$ cat config.mk
export PLATFORM = sky130hd
export DESIGN_NAME = ffsa_div
export DESIGN_NICKNAME = d
export VERILOG_FILES = /design/src/assert_macros.svh /design/src/ffsa_pkg.sv /design/src/ffsa_div.sv
export SDC_FILE = /design/constraint.sdc
export NUM_CORES = 1
export LEC_CHECK = 0
export BUFFER_PORTS_ARGS = -buffer_cell sky130_fd_sc_hd__buf_4
export CAP_MARGIN = 10
export CORE_UTILIZATION = 52
export DETAILED_ROUTE_END_ITERATION = 8
export HOLD_SLACK_MARGIN = 0.06
export PLACE_DENSITY = 0.82
export SYNTH_ARGS = -nofsm -noshare
export SYNTH_HDL_FRONTEND = slang
export SYNTH_SLANG_ARGS = --single-unit
$ cat constraint.sdc
create_clock -name clk -period 2.3 [get_ports clk]
set_clock_uncertainty 0.2 [all_clocks]
set_input_delay 0.23 -clock clk [delete_from_list [all_inputs] [get_ports clk]]
set_output_delay 0.23 -clock clk [all_outputs]
set_load 0.005 [all_outputs]
$ cat src/assert_macros.svh
// Assertion macros used by the allocator RTL.
`ifndef ASSERT_MACROS_SVH
`define ASSERT_MACROS_SVH

// Same-cycle implication, disabled while reset is asserted
`define ASSERT_IMPLIES(lbl, clk, rst_n, ante, cons, msg) \
	lbl: assert property (@(posedge clk) disable iff (!(rst_n)) (ante) |-> (cons)) \
		else $error(msg);

// Next-cycle implication, disabled while reset is asserted
`define ASSERT_NEXT(lbl, clk, rst_n, ante, cons, msg) \
	lbl: assert property (@(posedge clk) disable iff (!(rst_n)) (ante) |=> (cons)) \
		else $error(msg);

`endif

$ cat src/ffsa_pkg.sv
// Types and constants of the first-fit slot allocator.
package ffsa_pkg;

	localparam int unsigned NUM_SLOTS_DEF  = 512;
	localparam int unsigned SLOT_BYTES_DEF = 16;
	localparam int unsigned DIVD_W         = 16;
	localparam int unsigned ADDR_W         = 13;

	typedef enum logic {
		CMD_ALLOC = 1'b0,
		CMD_FREE  = 1'b1
	} cmd_t;

	typedef enum logic [1:0] {
		ST_OK     = 2'd0,
		ST_NOMEM  = 2'd1,
		ST_BADPTR = 2'd2
	} status_t;

	typedef enum logic [1:0] {
		KIND_FREE = 2'd0,
		KIND_USED = 2'd1,
		KIND_BASE = 2'd2
	} kind_t;

	typedef struct packed {
		cmd_t              cmd;
		logic [DIVD_W-1:0] request_bytes;
		logic [DIVD_W-1:0] free_address;
	} in_item_t;

	typedef struct packed {
		status_t           status;
		logic [ADDR_W-1:0] granted_address;
	} out_item_t;

	// Write controls from the sequencer to the slot store
	typedef struct packed {
		logic  kind_we;
		logic  len_we;
		kind_t wkind;
	} store_cmd_t;

endpackage

$ cat src/ffsa_div.sv
// Divider by a fixed divisor: reciprocal multiply, then remainder, on one shared multiplier.
module ffsa_div #(
	parameter int unsigned DIVISOR = ffsa_pkg::SLOT_BYTES_DEF,
	parameter int unsigned RES_W   = $clog2(DIVISOR + 1)
) (
	input  logic                        clk,
	input  logic                        arst_n,
	input  logic                        start,
	input  logic [ffsa_pkg::DIVD_W-1:0] dividend,
	output logic                        done,
	output logic [ffsa_pkg::DIVD_W-1:0] quotient,
	output logic [RES_W-1:0]            remainder
);
	import ffsa_pkg::*;

	// q = (x * M) >> S is exact for every x below 2**DIVD_W with these constants
	localparam int unsigned     REC_L  = $clog2(DIVISOR);
	localparam int unsigned     REC_S  = DIVD_W + REC_L;
	localparam int unsigned     REC_W  = DIVD_W + 1;
	localparam int unsigned     PROD_W = DIVD_W + REC_W;
	localparam longint unsigned REC_M  =
		((64'd1 << REC_S) + 64'(DIVISOR) - 64'd1) / 64'(DIVISOR);

	typedef enum logic [2:0] {
		D_IDLE = 3'b001,
		D_QUO  = 3'b010,
		D_REM  = 3'b100
	} div_state_t;

	div_state_t        div_state_q;
	logic              done_q;
	logic [DIVD_W-1:0] x_q;
	logic [DIVD_W-1:0] quo_q;
	logic [RES_W-1:0]  rem_q;
	logic [DIVD_W-1:0] mul_a_w;
	logic [REC_W-1:0]  mul_b_w;
	logic [PROD_W-1:0] mul_p_w;

	// shared multiplier: x * M for the quotient, then q * DIVISOR for the remainder
	assign mul_a_w = (div_state_q == D_QUO) ? x_q : quo_q;
	assign mul_b_w = (div_state_q == D_QUO) ? REC_W'(REC_M) : REC_W'(DIVISOR);
	assign mul_p_w = PROD_W'(mul_a_w) * PROD_W'(mul_b_w);

	// step sequencer and done pulse
	always_ff @(posedge clk or negedge arst_n) begin
		if (!arst_n) begin
			div_state_q <= D_IDLE;
			done_q      <= 1'b0;
		end else begin
			case (div_state_q)
				D_IDLE: begin
					done_q <= 1'b0;
					if (start) begin
						div_state_q <= D_QUO;
					end
				end
				D_QUO: begin
					done_q      <= 1'b0;
					div_state_q <= D_REM;
				end
				D_REM: begin
					done_q      <= 1'b1;
					div_state_q <= D_IDLE;
				end
				default: begin
					done_q      <= 1'b0;
					div_state_q <= D_IDLE;
				end
			endcase
		end
	end

	// datapath
	always_ff @(posedge clk) begin
		if (start) begin
			x_q <= dividend;
		end
		if (div_state_q == D_QUO) begin
			quo_q <= DIVD_W'(mul_p_w >> REC_S);
		end
		if (div_state_q == D_REM) begin
			rem_q <= RES_W'(x_q - DIVD_W'(mul_p_w));
		end
	end

	assign done      = done_q;
	assign quotient  = quo_q;
	assign remainder = rem_q;

endmodule

==> impl_results.md <==
* N_diodes at 0
* Total CTS buffers at 5
* Post-layout net count at between 200 and 250
* Post-synth cell types at 35
* CTS tree: done
* Final core occ at around 74%
* Setup crit end kind: register
* Max Slew Vio Count at 0
* DRT Pass-1 Iters at 4
* Commonest non-fill, non-tap cells in the layout: buf_4 (40), edfxtp_1 (34), dlygate4sd3_1 (19), ha_1 (9), a21oi_1 (7)
* Buffers & Inverters on Critical Path at 1
* Routed len/inst at ~13 microns
* Synth top area cells: edfxtp_1 (61%), ha_1 (6.7%), dfrtp_1 (4.5%)
* Crit-path max FO at 7
* Die width at a little under 60 microns
* Final setup violation count at 0
* Pin count of the biggest net entering global routing at 20
* Slowest stage delay, CP at about 560 ps
* Final Critical Period at 2038 ps
* Sequential fraction of design power at between 50 and 60%
* Vias/cell at between 4 and 5
* Die area at approximately 0.0035 sq mm
* Yosys warnings at 0
* Clk Latency, worst-skew pair at between 300 and 400 ps
* Post-synth top area cell: edfxtp_1
* Leak Pwr at about 0.93 nW
* Switching power of the nets at ~370 uW
* R2R depth at 5
* P_int at 1.206 mW
* Yosys top cell area share at roughly 61%
* Detailed Route WL at roughly 2800 microns
* Cell mode on critical path: ha_1
* Crit start category: register
* Reg2reg setup slack at 260 ps
* Actual slew at the worst max-slew pin at 1247 ps
* CP delay by family, top: adder cells
* Min-delay worst type: in -> async
* Run status: complete, no violations
* Cells after DPL at a little under 200
* Die H at around 59 microns
* Final Non-Filler Cells at around 220
* Via count at 1,091
* Post-Synthesis Cells at 115
* DRT antenna net count at 0
* H-tree depth at 2
* Ports at a little over 40
* Total chip power at between 1.5 and 2 mW
* FP Rows at 20
* Reg2reg start: div_state_q[0]
* Seq/Total Area, Yosys at around two thirds
* Most common cell after layout, fill and taps aside: buf_4
* Setup crit start: div_state_q[0]
* Relative slew slack at 16.38%
* 1st-iter DRT viols at 28
* Post-CTS sizing at 0
* CTS Buffer Depth at 2
* CP max-delay cell: dfstp_2
* Max_cap viols at 0
* Total Routing Usage GR at between 10% and 20%
* Worst-path clk slew at 110 ps
* Placer Congestion at slightly below 0.9
* Dpl cell area at 0.001989 sq mm
* Sw Share at roughly a quarter
* Critical path endpoint: quotient[0]
* CP Cell Sequence: or3b_1, clkinv_4, and2_1, ha_1, ha_1
* Peak Freq at about 490 MHz
* Antenna violations before repair at 0
* Gate power share at around 17%
* Final instance area at 0.002258 sq mm
* Setup tns final at 0 ps
* Clock sink total at 38
* Arr. time, crit path at 1940 ps
* Mapped Area at between 0.0015 and 0.002 sq mm
* Setup CP Type: reg -> reg
* Core region area at just over 0.003 sq mm
* Fin crit share at 88.60%
* Endpoints failing hold at 0
* Critical path depth at 5
* Total grt overflow at 0
* Clock share of power at about a quarter
* Worst path required time at between 2000 and 2500 ps
* Ratio of cells with drive above 1 in the final layout at approximately 30%
* Mapped Avg Cell Area at 14.58 sq um
* Number of remaining DRC errors at 0
* VDD IR max at roughly 400 uV
* Initial Utilization at 54.92%
* DP HPWL at between 1500 and 2000 microns
* First-pass GRT wire length at approximately 4500 microns
* Seq cells post-synth at 38
* Clock root buffer: clkbuf_4
* Synth-to-Final Area Change at 34.70%
* PwrDens at ~700 mW/mm^2
* Buffers added on ports at 37
* RSZ-0062 raised after global routing: no
* RR Endpoint: quotient[0]
* Number of global-route vias before repair at a little over 1,000
==> worst min path at each step <==
stage	startpoint	end	slack (ps)	depth (start not counted)
3_5_place_dp	arst_n	div_state_q[1]	-170	1
4_1_cts	arst_n	div_state_q[0]	140	2
2_1_floorplan	arst_n	div_state_q[1]	-270	0
5_1_grt	arst_n	div_state_q[0]	150	2
3_3_place_gp	arst_n	done	-170	1
6_report	arst_n	div_state_q[0]	170	2
==> worst register-to-register path: stages (launching register included) <==
cell,delay (ps)
dfstp_2,560
or3b_1,180
clkinv_4,90
and2_1,180
ha_1,300
ha_1,300
==> synth_stat cells <==
master,instances
o21ai_0,3
buf_4,5
a211oi_1,1
a21oi_1,7
conb_1,1
or3_2,1
xnor2_1,1
mux2i_1,2
edfxtp_1,34
dfrtp_1,3
buf_6,1
nand3_1,3
ha_1,9
nor3b_1,1
nor4bb_1,1
and2_1,5
nor2_1,1
o31ai_1,4
xor2_1,3
or4_1,4
nand4_2,1
or3b_1,1
clkinv_4,1
nor4_1,2
or3_1,1
and3_1,1
nand2_1,6
a21o_1,1
dfstp_2,1
nor4_2,1
o211ai_1,1
nand2b_1,2
buf_2,1
clkbuf_1,2
inv_1,3
==> per-layer routing <==
metal / part of all wire (%) / track usage [%]
met1: 41 / 22.02
met3: 3.3 / 4.615
met2: 54 / 31.33
met5: 0 / 0
met4: 1.7 / 11.22
==> state kept, by name, summed over array words and instances, names as in the netlist <==
| register | flops |
|---|---|
| quotient | 13 |
| x_q | 16 |
| done | 1 |
| remainder | 5 |
| div_state_q | 3 |
==> power groups by stage <==
| stage | clock (mW) | combinational (mW) | sequential, mW |
|---|---|---|---|
| 2_1_floorplan | 0 | 0.132 | 0.909 |
| 3_3_place_gp | 0 | 0.224 | 0.908 |
| 3_5_place_dp | 0 | 0.239 | 0.917 |
| 4_1_cts | 0.422 | 0.265 | 0.901 |
| 5_1_grt | 0.447 | 0.294 | 0.911 |
| 6_report | 0.414 | 0.265 | 0.901 |
==> logic make-up after synthesis <==
family / after synthesis / synth area share [%]
flops: 38 / 66.94
simple gates: 31 / 11.87
compound gates: 17 / 6.119
buf+inv: 13 / 4.851
fa+ha+maj: 9 / 6.717
xor+xnor: 4 / 2.090
mux: 2 / 1.194
other cells: 1 / 0.2237
==> metrics by stage <==
step	hold slack, ps	setup WS (ps)
3_5_place_dp	-170.0	284.2
2_1_floorplan	-265.6	237.7
5_1_grt	152.8	171.5
6_report	169.3	262.1
3_3_place_gp	-173.4	344.3
4_1_cts	139.1	264.8
==> layout make-up <==
cell class	instances	area, sq um
Clock buffer	8	78.83
Fill cell	196	794.5
Inverter	4	20.02
Multi-Input combinational cell	69	491.7
Sequential cell	38	1122
Tap cell	44	55.05
Timing Repair Buffer	59	490.5
==> repair_timing <==
action                                 in CTS  in global routing
hold buffers                               19                  0
buffers inserted                            0                  0
endpoints found under the hold margin      36                  0
(Power assumes the default switching activity.)
